## src/rtl/core/ryp_pkg.sv

```systemverilog
// ----------------------------------------------------------------------------
// ryp_pkg
// Shared constants, types and helpers for the RGB to YUV 4:2:2 packer.
// ----------------------------------------------------------------------------
package ryp_pkg;

	localparam int unsigned COEF_FRAC_BITS = 20;

	// widened channel: (c << 5) - 0x18 + offset, always within 15-bit signed
	localparam int unsigned CH_W   = 15;
	// every coefficient magnitude is below 2^(COEF_FRAC_BITS-5)
	localparam int unsigned COEF_W = COEF_FRAC_BITS - 4;
	localparam int unsigned SUM_W  = COEF_FRAC_BITS + 14;
	localparam int unsigned YUV_W  = 10;

	localparam logic signed [CH_W-1:0] RED_OFS = CH_W'(32'sh166F - 32'sh18);
	localparam logic signed [CH_W-1:0] GRN_OFS = CH_W'(-32'sh10EE - 32'sh18);
	localparam logic signed [CH_W-1:0] BLU_OFS = CH_W'(32'sh1C5B - 32'sh18);

	// round(n * 2^F / 1e8), ties up
	localparam longint unsigned RND = 64'd50000000;
	localparam longint unsigned DEN = 64'd100000000;

	localparam longint unsigned M_YR = ((64'd933073  << COEF_FRAC_BITS) + RND) / DEN;
	localparam longint unsigned M_YG = ((64'd1835380 << COEF_FRAC_BITS) + RND) / DEN;
	localparam longint unsigned M_YB = ((64'd356543  << COEF_FRAC_BITS) + RND) / DEN;
	localparam longint unsigned M_UR = ((64'd527299  << COEF_FRAC_BITS) + RND) / DEN;
	localparam longint unsigned M_UG = ((64'd1037220 << COEF_FRAC_BITS) + RND) / DEN;
	localparam longint unsigned M_UB = ((64'd1564510 << COEF_FRAC_BITS) + RND) / DEN;
	localparam longint unsigned M_VR = ((64'd1567410 << COEF_FRAC_BITS) + RND) / DEN;
	localparam longint unsigned M_VG = ((64'd1312450 << COEF_FRAC_BITS) + RND) / DEN;
	localparam longint unsigned M_VB = ((64'd254958  << COEF_FRAC_BITS) + RND) / DEN;

	localparam logic signed [COEF_W-1:0] K_YR =  COEF_W'(M_YR);
	localparam logic signed [COEF_W-1:0] K_YG =  COEF_W'(M_YG);
	localparam logic signed [COEF_W-1:0] K_YB =  COEF_W'(M_YB);
	localparam logic signed [COEF_W-1:0] K_UR = -COEF_W'(M_UR);
	localparam logic signed [COEF_W-1:0] K_UG = -COEF_W'(M_UG);
	localparam logic signed [COEF_W-1:0] K_UB =  COEF_W'(M_UB);
	localparam logic signed [COEF_W-1:0] K_VR =  COEF_W'(M_VR);
	localparam logic signed [COEF_W-1:0] K_VG = -COEF_W'(M_VG);
	localparam logic signed [COEF_W-1:0] K_VB = -COEF_W'(M_VB);

	typedef struct packed {
		logic valid;
		logic frame_start;
	} ctl_t;

	typedef struct packed {
		logic signed [YUV_W-1:0] y;
		logic signed [YUV_W-1:0] u;
		logic signed [YUV_W-1:0] v;
	} yuv_t;

	// saturate to 0..255
	function automatic logic [7:0] clamp8(input logic signed [YUV_W-1:0] x);
		logic [7:0] r;
		if (x[YUV_W-1]) begin
			r = 8'd0;
		end else if (|x[YUV_W-2:8]) begin
			r = 8'hFF;
		end else begin
			r = x[7:0];
		end
		return r;
	endfunction

endpackage

```

## src/rtl/core/rgb_to_yuv422_packer.sv

```systemverilog
// ----------------------------------------------------------------------------
// rgb_to_yuv422_packer
// RGB888 pixel stream to packed YUV 4:2:2 (BT.601 weights, fixed point).
// ----------------------------------------------------------------------------
// Usage:
//   Pixel channel: pix_valid/pix_ready carry red, green, blue and
//   frame_start. One pixel may be taken every cycle.
//   Word channel: word_valid/word_ready carry word_first (U:Y0) and
//   word_second (V:Y1), one word per completed pixel pair.
//   Pixels pair up in arrival order; frame_start drops any half pair and
//   starts a new one with the current pixel.
//   Pipeline: three register stages (input, weighted sums, output); the word
//   for a pair is formed from the sums and loaded into the output register.
//   Throughput: one pixel per cycle while the pipe is not stalled, so one
//   word for every two pixels, as the pixels are taken in pairs.
//   Stall: while a word waits with word_ready low the whole pipe freezes and
//   pix_ready drops; nothing is lost. A waiting word never blocks input when
//   word_ready is high, as the output register is reloaded on that edge.
//   Reset: arst_n clears all valid flags and the pairing state; the first
//   pixel after reset opens a new pair.
// ----------------------------------------------------------------------------
module rgb_to_yuv422_packer (
	input  logic        clk,
	input  logic        arst_n,
	input  logic        pix_valid,
	output logic        pix_ready,
	input  logic [7:0]  red,
	input  logic [7:0]  green,
	input  logic [7:0]  blue,
	input  logic        frame_start,
	output logic        word_valid,
	input  logic        word_ready,
	output logic [15:0] word_first,
	output logic [15:0] word_second
);

	logic          adv;
	ryp_pkg::ctl_t ctl_s1, ctl_s2;
	logic [7:0]    red_s1, green_s1, blue_s1;
	ryp_pkg::yuv_t yuv;
	logic          held;

	assign adv       = !word_valid || word_ready;
	assign pix_ready = adv;

	always_ff @(posedge clk or negedge arst_n) begin
		if (!arst_n) begin
			ctl_s1 <= '0;
		end else if (adv) begin
			ctl_s1.valid       <= pix_valid;
			ctl_s1.frame_start <= frame_start;
		end
	end

	always_ff @(posedge clk) begin
		if (adv && pix_valid) begin
			red_s1   <= red;
			green_s1 <= green;
			blue_s1  <= blue;
		end
	end

	ryp_csc u_csc (
		.clk      (clk),
		.arst_n   (arst_n),
		.adv      (adv),
		.ctl_s1   (ctl_s1),
		.red_s1   (red_s1),
		.green_s1 (green_s1),
		.blue_s1  (blue_s1),
		.ctl_s2   (ctl_s2),
		.yuv      (yuv)
	);

	ryp_pair u_pair (
		.clk         (clk),
		.arst_n      (arst_n),
		.adv         (adv),
		.ctl_s2      (ctl_s2),
		.yuv         (yuv),
		.held        (held),
		.word_valid  (word_valid),
		.word_first  (word_first),
		.word_second (word_second)
	);

	// only a waiting word may hold off the pixel side
	a_stall_src: assert property (@(posedge clk) disable iff (!arst_n)
		!pix_ready |-> (word_valid && !word_ready))
		else $error("pixel side stalled without a waiting word");

	// a frame start always leaves exactly the current pixel held
	a_frame_restart: assert property (@(posedge clk) disable iff (!arst_n)
		(adv && ctl_s2.valid && ctl_s2.frame_start) |=> (held && !word_valid))
		else $error("frame start did not restart pairing");

	// the second pixel of a pair releases the hold and yields a word
	a_pair_emit: assert property (@(posedge clk) disable iff (!arst_n)
		(adv && ctl_s2.valid && !ctl_s2.frame_start && held) |=> (!held && word_valid))
		else $error("completed pair did not produce a word");

endmodule

```

## src/rtl/core/ryp_csc.sv

```systemverilog
// ----------------------------------------------------------------------------
// ryp_csc
// Colour conversion stage: widens the channels, forms the three weighted
// sums into a register, then truncates them toward zero.
// ----------------------------------------------------------------------------
module ryp_csc (
	input  logic              clk,
	input  logic              arst_n,
	input  logic              adv,
	input  ryp_pkg::ctl_t     ctl_s1,
	input  logic [7:0]        red_s1,
	input  logic [7:0]        green_s1,
	input  logic [7:0]        blue_s1,
	output ryp_pkg::ctl_t     ctl_s2,
	output ryp_pkg::yuv_t     yuv
);

	logic signed [ryp_pkg::CH_W-1:0]  r_w, g_w, b_w;
	logic signed [ryp_pkg::SUM_W-1:0] sy, su, sv;
	logic signed [ryp_pkg::SUM_W-1:0] sy_s2, su_s2, sv_s2;
	logic signed [ryp_pkg::SUM_W-1:0] ty, tu, tv;
	ryp_pkg::ctl_t                    ctl_q;

	assign r_w = $signed(ryp_pkg::CH_W'({red_s1, 5'b0}))   + ryp_pkg::RED_OFS;
	assign g_w = $signed(ryp_pkg::CH_W'({green_s1, 5'b0})) + ryp_pkg::GRN_OFS;
	assign b_w = $signed(ryp_pkg::CH_W'({blue_s1, 5'b0}))  + ryp_pkg::BLU_OFS;

	assign sy = ryp_pkg::SUM_W'(ryp_pkg::K_YR) * ryp_pkg::SUM_W'(r_w)
		+ ryp_pkg::SUM_W'(ryp_pkg::K_YG) * ryp_pkg::SUM_W'(g_w)
		+ ryp_pkg::SUM_W'(ryp_pkg::K_YB) * ryp_pkg::SUM_W'(b_w);
	assign su = ryp_pkg::SUM_W'(ryp_pkg::K_UR) * ryp_pkg::SUM_W'(r_w)
		+ ryp_pkg::SUM_W'(ryp_pkg::K_UG) * ryp_pkg::SUM_W'(g_w)
		+ ryp_pkg::SUM_W'(ryp_pkg::K_UB) * ryp_pkg::SUM_W'(b_w);
	assign sv = ryp_pkg::SUM_W'(ryp_pkg::K_VR) * ryp_pkg::SUM_W'(r_w)
		+ ryp_pkg::SUM_W'(ryp_pkg::K_VG) * ryp_pkg::SUM_W'(g_w)
		+ ryp_pkg::SUM_W'(ryp_pkg::K_VB) * ryp_pkg::SUM_W'(b_w);

	always_ff @(posedge clk or negedge arst_n) begin
		if (!arst_n) begin
			ctl_q <= '0;
		end else if (adv) begin
			ctl_q <= ctl_s1;
		end
	end

	always_ff @(posedge clk) begin
		if (adv) begin
			sy_s2 <= sy;
			su_s2 <= su;
			sv_s2 <= sv;
		end
	end

	// bias negatives by 2^F-1 so the shift truncates toward zero
	localparam logic signed [ryp_pkg::SUM_W-1:0] BIAS =
		ryp_pkg::SUM_W'((64'd1 << ryp_pkg::COEF_FRAC_BITS) - 64'd1);

	assign ty = sy_s2 + (sy_s2[ryp_pkg::SUM_W-1] ? BIAS : '0);
	assign tu = su_s2 + (su_s2[ryp_pkg::SUM_W-1] ? BIAS : '0);
	assign tv = sv_s2 + (sv_s2[ryp_pkg::SUM_W-1] ? BIAS : '0);

	assign yuv.y  = ty[ryp_pkg::COEF_FRAC_BITS +: ryp_pkg::YUV_W];
	assign yuv.u  = tu[ryp_pkg::COEF_FRAC_BITS +: ryp_pkg::YUV_W];
	assign yuv.v  = tv[ryp_pkg::COEF_FRAC_BITS +: ryp_pkg::YUV_W];
	assign ctl_s2 = ctl_q;

endmodule

```

## src/rtl/core/ryp_pair.sv

```systemverilog
// ----------------------------------------------------------------------------
// ryp_pair
// Pairing stage: holds the first pixel of a pair, averages chroma over the
// pair and loads the packed 4:2:2 word into the output register.
// ----------------------------------------------------------------------------
module ryp_pair (
	input  logic          clk,
	input  logic          arst_n,
	input  logic          adv,
	input  ryp_pkg::ctl_t ctl_s2,
	input  ryp_pkg::yuv_t yuv,
	output logic          held,
	output logic          word_valid,
	output logic [15:0]   word_first,
	output logic [15:0]   word_second
);

	logic                             held_q;
	logic                             valid_q;
	ryp_pkg::yuv_t                    hold_q;
	logic [15:0]                      first_q, second_q;
	logic                             pending;
	logic                             emit;
	logic signed [ryp_pkg::YUV_W:0]   usum, vsum, ut, vt;
	logic signed [ryp_pkg::YUV_W-1:0] au, av;

	// frame start drops a held pixel
	assign pending = held_q && !ctl_s2.frame_start;
	assign emit    = ctl_s2.valid && pending;

	assign usum = (ryp_pkg::YUV_W+1)'(hold_q.u) + (ryp_pkg::YUV_W+1)'(yuv.u);
	assign vsum = (ryp_pkg::YUV_W+1)'(hold_q.v) + (ryp_pkg::YUV_W+1)'(yuv.v);
	assign ut   = usum + (ryp_pkg::YUV_W+1)'(usum[ryp_pkg::YUV_W]);
	assign vt   = vsum + (ryp_pkg::YUV_W+1)'(vsum[ryp_pkg::YUV_W]);
	assign au   = ut[ryp_pkg::YUV_W:1];
	assign av   = vt[ryp_pkg::YUV_W:1];

	always_ff @(posedge clk or negedge arst_n) begin
		if (!arst_n) begin
			held_q  <= 1'b0;
			valid_q <= 1'b0;
		end else if (adv) begin
			valid_q <= emit;
			if (ctl_s2.valid) begin
				held_q <= !pending;
			end
		end
	end

	always_ff @(posedge clk) begin
		if (adv && ctl_s2.valid) begin
			if (!pending) begin
				hold_q <= yuv;
			end else begin
				first_q  <= {ryp_pkg::clamp8(au), ryp_pkg::clamp8(hold_q.y)};
				second_q <= {ryp_pkg::clamp8(av), ryp_pkg::clamp8(yuv.y)};
			end
		end
	end

	assign held        = held_q;
	assign word_valid  = valid_q;
	assign word_first  = first_q;
	assign word_second = second_q;

endmodule

```

## config.mk

```make
export PLATFORM = sky130hd
export DESIGN_NAME = rgb_to_yuv422_packer
export DESIGN_NICKNAME = d
export VERILOG_FILES = /design/src/rtl/core/ryp_pkg.sv /design/src/rtl/core/rgb_to_yuv422_packer.sv /design/src/rtl/core/ryp_csc.sv /design/src/rtl/core/ryp_pair.sv
export SDC_FILE = /design/constraint.sdc
export NUM_CORES = 2
export LEC_CHECK = 0
export BUFFER_PORTS_ARGS = -buffer_cell sky130_fd_sc_hd__buf_2
export CELL_PAD_IN_SITES_DETAIL_PLACEMENT = 2
export CELL_PAD_IN_SITES_GLOBAL_PLACEMENT = 2
export CORE_MARGIN = 2
export CORE_UTILIZATION = 39
export CTS_BUF_LIST = sky130_fd_sc_hd__clkbuf_16
export CTS_CLUSTER_DIAMETER = 150
export CTS_CLUSTER_SIZE = 12
export DETAILED_ROUTE_END_ITERATION = 16
export PLACE_DENSITY_LB_ADDON = 0.12
export SYNTH_ARGS = -nofsm -noshare
export SYNTH_HDL_FRONTEND = slang
export SYNTH_HIERARCHICAL = 1
export SYNTH_SLANG_ARGS = --single-unit
```

## constraint.sdc

```tcl
create_clock -name clk -period 10.2 [get_ports clk]
set_input_delay 0.51 -clock clk [delete_from_list [all_inputs] [get_ports clk]]
set_output_delay 0.51 -clock clk [all_outputs]
set_load 0.02 [all_outputs]
```

# Yosys cells after proc, flatten, opt, wreduce, memory -nomap -nowiden
# Cells that the tools add are included.
[totals] regBits=194 input_bits=29 out_inout_bits=34 word_cells=63
[classes] addsub=16 multipliers=9 mux=7 bitwise_logic=1 n_reduce_logical=11
[ops] op="$add 34x34->34" n=6
[ops] op="$mul 16x15->31 const A" n=3
[ops] op="$mul 13x15->28 const A" n=3
[ops] op="$add 30x20->30" n=2
[ops] op="$mux 20" n=3
[ops] op="$mul 14x15->29 const A" n=2
[ops] op="$mux 8" n=4
[ops] op="$add 30x30->30" n=1
[ops] op="$add 13x13->14 const B" n=2
[ops] op="$mul 12x15->27 const A" n=1
[ops] op="$add 10x10->11" n=2
[ops] op="$add 11x1->11" n=2
[ops] op="$add 14x14->15 const B" n=1
[ops] op="$reduce_and 2->1" n=3
[ops] op="$logic_and 1x1->1" n=4
[ops] op="$logic_not 1->1" n=3
[ops] op="$logic_or 1x1->1" n=1
[ops] op="$not 1->1" n=1

# Logic depth before layout (Yosys ltp)
[depth] ltp_word=5 ltp_mapped=48 ltp_nobuf=45

# Modules after synthesis
# The synthesis kept the hierarchy.
[by_module_without_submodules] module="ryp_csc" instances=1 cells_each=3386 area_each_um2=31041.0 seq_area_each_um2=2392.3
[by_module_without_submodules] module="ryp_pair" instances=1 cells_each=296 area_each_um2=3517.1 seq_area_each_um2=1911.8
[by_module_without_submodules] module="rgb_to_yuv422_packer" instances=1 cells_each=30 area_each_um2=822.0 seq_area_each_um2=770.7

# Least setup slack after synthesis
# OpenSTA, ideal clock, no wires.
[synth_path] path_kind="flip-flop to flip-flop" startpoint="reg green_s1[0]" endpoint="reg u_csc/sv_s2[31] in the netlist's numbering (data pin)" setup_time_ps=258 arrival_time_ps=10321 required_ps=9942 slack_ps=-378 stages_incl_launch_ff=44 n_path_buf=3 synth_period_minus_slack_ps=10578 path_cell_list="edfxtp_1 buf_2 inv_1 nand3_1 a21oi_2 nand2_2 and2_1 buf_2 or2_2 clkbuf_1 inv_1 fa_1 ha_1 ha_1 inv_1 fa_1 inv_1 fa_1 (+8 left out) o221ai_1 a21boi_0 or2_2 xnor2_1 ha_1 inv_1 fa_1 inv_1 fa_1 ha_1 ha_1 o211ai_1 o22a_1 o31ai_2 a2111oi_2 o31ai_1 a21oi_1 xnor2_1"
[synth_between] elab_chain_cells=4
[synth_lines] element="from (decl)" line_no="rgb_to_yuv422_packer.sv:39" text="logic [7:0] red_s1, green_s1, blue_s1;"
[synth_lines] element="from (signal assigned)" line_no="rgb_to_yuv422_packer.sv:58" text="green_s1 <= green;"
[synth_lines] element="$add 14x14->15" line_no="ryp_csc.sv:25" text="assign g_w = $signed(ryp_pkg::CH_W'({green_s1, 5'b0})) + ryp_pkg::GRN_OFS;"
[synth_lines] element="$mul 14x15->29" line_no="ryp_csc.sv:35" text="+ ryp_pkg::SUM_W'(ryp_pkg::K_VG) * ryp_pkg::SUM_W'(g_w)"
[synth_lines] element="$add 34x34->34" line_no="ryp_csc.sv:35"
[synth_lines] element="$add 34x34->34" line_no="ryp_csc.sv:36" text="+ ryp_pkg::SUM_W'(ryp_pkg::K_VB) * ryp_pkg::SUM_W'(b_w);"
[synth_lines] element="net u_csc.sv (one bit)" line_no="ryp_csc.sv:19" text="logic signed [ryp_pkg::SUM_W-1:0] sy, su, sv;"
[synth_lines] element="to (signal assigned)" line_no="ryp_csc.sv:50" text="sv_s2 <= sv;"
[synth_lines] element="to (decl)" line_no="ryp_csc.sv:20" text="logic signed [ryp_pkg::SUM_W-1:0] sy_s2, su_s2, sv_s2;"
# The timed path passes the listed nets, and every way through them passes these cells.
# A chain may end at the register's enable or synchronous reset.

# Worst setup path after layout
[layout_path] startpoint="reg green_s1[0]" endpoint="reg u_csc/su_s2[28] in the netlist's numbering (data pin)"
[layout_between] elab_chain_cells=4
[layout_lines] element="$add 14x14->15" line_no="ryp_csc.sv:25"
[layout_lines] element="$mul 13x15->28" line_no="ryp_csc.sv:32" text="+ ryp_pkg::SUM_W'(ryp_pkg::K_UG) * ryp_pkg::SUM_W'(g_w)"
[layout_lines] element="$add 34x34->34" line_no="ryp_csc.sv:32"
[layout_lines] element="$add 34x34->34" line_no="ryp_csc.sv:33" text="+ ryp_pkg::SUM_W'(ryp_pkg::K_UB) * ryp_pkg::SUM_W'(b_w);"
[layout_lines] element="net u_csc.su (one bit)" line_no="ryp_csc.sv:19"
[layout_lines] element="to (signal assigned)" line_no="ryp_csc.sv:49" text="su_s2 <= su;"
[layout_lines] element="to (decl)" line_no="ryp_csc.sv:20"
# The timed path passes the listed nets, and every way through them passes these cells.

==> key figures <==
Outcome
  – Status: finished clean

STA
  – Period utilisation layout: 0.964
  – Fin Clk Skew: 0.0281 ns
  – Relative slew margins: 0.312
  – Count of endpoints failing setup in the final report: 0
  – Peak Freq: 0.102 GHz
  – Final max-slew violation count: 0
  – Final hold violation count: 0
  – Clock period minus final worst setup slack: 9.83 ns
  – Pin slew with the least headroom to its limit: 1.03 ns

Clocking
  – Sinks on the clock net: 170
  – Library cell used as clock root buffer: clkbuf_16
  – Clk slew on worst S/H paths: 0.10 ns
  – CTS tree: built
  – H-tree depth: 4
  – Clk Latency, worst-skew pair: 0.53 ns
  – CTS max path bufs: 2
  – Number of buffers added by the clock tree synthesis step: 17

Floorplanning
  – Chip width: 305 um
  – Initial core utilization: 0.393
  – Core region area: 90000 um2
  – Height of the chip: 305 um
  – Die Footprint: 93100 um2
  – Count of standard-cell rows: 110
  – Num ports: 63

Place
  – RD Place Congestion: 0.957
  – HPWL after DPL: 100 mm
  – Quantity of I/O buffers inserted on ports: 62

Layout
  – Fillers: 9836
  – Most common cell after layout, fill and taps aside: inv_1
  – Final #Nets: 5069
  – Share of the core filled with cells in the final layout: 0.432
  – Share of cells above drive strength 1: 0.0842
  – Diodes inserted: 0
  – Syn-to-layout area delta: 9.96%
  – Leading cell types in the layout, fill and taps excluded: inv_1, ha_1, fa_1

Synthesis
  – Sequential area share after synthesis: 0.143
  – Flip-flop and latch count after synthesis: 170
  – EDFF count, synth: 164
  – Synthesized area divided by synthesized cell count: 9.53 um2
  – Synth async-reset ratio: 0.0353
  – Primary FF master, synth: edfxtp_1
  – Number of synthesis warnings: 6
  – Post-synthesis instance total: 3712
  – Count of different cell masters after synthesis: 101
  – Mapped Area: 35400 um2
  – Net count after synthesis: 4909

Setup path
  – WS Path Type: flop to flop
  – Critical path data arrival time: 10.10 ns
  – Largest incremental delay on the critical path: 0.55 ns
  – Critical path endpoint category: flop
  – Crit Path Max Fanout: 5
  – Req. time, crit path: 10.47 ns
  – Startpoint Class: flop
  – Slowest-stage cell, CP: fa_1

Detailed routing
  – Via/cell ratio: 5.22
  – Detail Route Antenna Nets: 0
  – Routed len/inst: 22.6 um
  – Vias: 26403
  – Total wire length: 115 mm
  – DRC: 0
  – Pre-antenna DRT Iters: 5
  – First-iteration detailed-routing DRC count: 1011

Hold path
  – Class of the tightest hold or removal check: input port to flop

Global route
  – Vias in the first global route: 29920
  – Pin count of the biggest net entering global routing: 55
  – First-pass GRT wire length: 177 mm
  – Overflow left after global routing: 0
  – Overall track demand over capacity in global routing: 0.250
  – Antenna violations before repair: 2

Job
  – Maximum capacitance violations: 0
==> state kept, by name, indices dropped and copies added, names as in the netlist <==
name                flops
u_pair/hold_q          30
u_pair/word_valid       1
green_s1                8
u_pair/word_first      16
u_csc/sy_s2            26
u_csc/su_s2            26
u_csc/sv_s2            26
red_s1                  8
u_csc/ctl_s2            2
ctl_s1                  2
u_pair/word_second     16
blue_s1                 8
u_pair/held             1
==> worst paths after layout <==
check                            startpoint           endpoint  slack [ns]  depth (start not counted)
worst min register to register    ctl_s1[0]          ctl_s1[0]        0.51                          1
max in group asynchronous            arst_n        u_pair/held        9.71                          2
min in group asynchronous            arst_n  u_pair/word_valid        0.34                          2
worst max register to register  green_s1[0]    u_csc/su_s2[28]        0.37                         39
worst min-delay path               green[0]        green_s1[0]        0.15                          1
worst max-delay path            green_s1[0]    u_csc/su_s2[28]        0.37                         39
==> area by class of cell <==
| cell class | count | area, um2 | area share |
|---|---|---|---|
| repair buffers | 160 | 1060 | 0.0273 |
| clock inverters | 15 | 195 | 0.00502 |
| multi-input cells | 2662 | 27400 | 0.705 |
| flip-flops and latches | 170 | 5070 | 0.130 |
| well taps | 1176 | 1470 | 0.0378 |
| inverters | 861 | 3240 | 0.0833 |
| clock buffers | 17 | 425 | 0.0109 |
==> critical path: cells and delay by family, from the launching register on <==
family | cells | cell delay (ns)
xor gates and xnor gates | 4 | 0.61
buffers and inverters | 10 | 1.18
DFF | 1 | 0.44
and+or+nand+nor | 4 | 0.89
adders and majority gates | 11 | 4.53
AOI/OAI and AO/OA | 10 | 1.91
==> Yosys cell counts (7+ instances only) <==
| master | n | area (um2) |
|---|---|---|
| nor2_1 | 173 | 649 |
| a31oi_1 | 14 | 87.6 |
| xor2_1 | 94 | 823 |
| o31ai_1 | 11 | 82.6 |
| o211ai_1 | 14 | 105 |
| fa_1 | 371 | 7430 |
| o21a_1 | 47 | 353 |
| nor3b_1 | 8 | 60.1 |
| xnor2_1 | 210 | 1840 |
| ha_1 | 797 | 9970 |
| a211oi_1 | 20 | 150 |
| clkbuf_1 | 12 | 45.0 |
| or3_1 | 8 | 50.1 |
| nor3_1 | 60 | 300 |
| mux2i_1 | 7 | 70.1 |
| nor2b_1 | 34 | 213 |
| and3_1 | 29 | 181 |
| a21o_1 | 74 | 556 |
| a221oi_1 | 8 | 70.1 |
| and2_1 | 17 | 106 |
| nand3_1 | 58 | 290 |
| o21bai_1 | 25 | 188 |
| edfxtp_1 | 164 | 4920 |
| inv_1 | 859 | 3220 |
| nand2b_1 | 27 | 169 |
| nand2_1 | 118 | 443 |
| nand4_1 | 14 | 87.6 |
| a21oi_1 | 178 | 891 |
| or2_2 | 18 | 113 |
| a21boi_0 | 8 | 60.1 |
| o21ai_0 | 103 | 515 |
==> kinds of logic (layout without fill, tap and decap cells) <==
logic type	after synthesis	in the layout	synth area share
muxes	13	13	0.00410
and+or+nand+nor	593	593	0.0821
adders and majority gates	1168	1168	0.492
other	1	1	0.000106
xor gates and xnor gates	306	306	0.0762
DFF	170	170	0.143
buffers and inverters	880	1053	0.0938
AOI/OAI and AO/OA	581	581	0.109
==> layer usage <==
layer,wire length [um],global-route usage
met5,0,0
met4,3620,0.0772
met3,2150,0.0238
met2,56100,0.437
met1,52600,0.326
==> metrics by stage <==
| step | cells | hold WS (ns) | cell area, um2 | setup slack (ns) | setup TNS (ns) |
|---|---|---|---|---|---|
| after global routing | 5061 | 0.120 | 38900 | -0.0884 | -0.364 |
| after detailed placement | 5012 | 0.346 | 37700 | -0.0957 | -0.154 |
| after CTS | 5046 | 0.105 | 38400 | 0.00988 | 0 |
| after global placement | 5012 | 0.346 | 37700 | 0.221 | 0 |
| final | 5061 | 0.147 | 38900 | 0.368 | 0 |
| after floorplan | 3712 | 0.214 | 35400 | 0.0283 | 0 |
==> what timing repair did <==
item,CTS,global route
resized for setup,8,75
pin swaps,1,13
buffers inserted,1,15
endpoints found under the setup margin,4,20
endpoints found under the hold margin,6,0
hold buffers,1,0
Power is not shown: default switching activity piles up to over one toggle a cycle in this logic, so the estimate is an artifact.
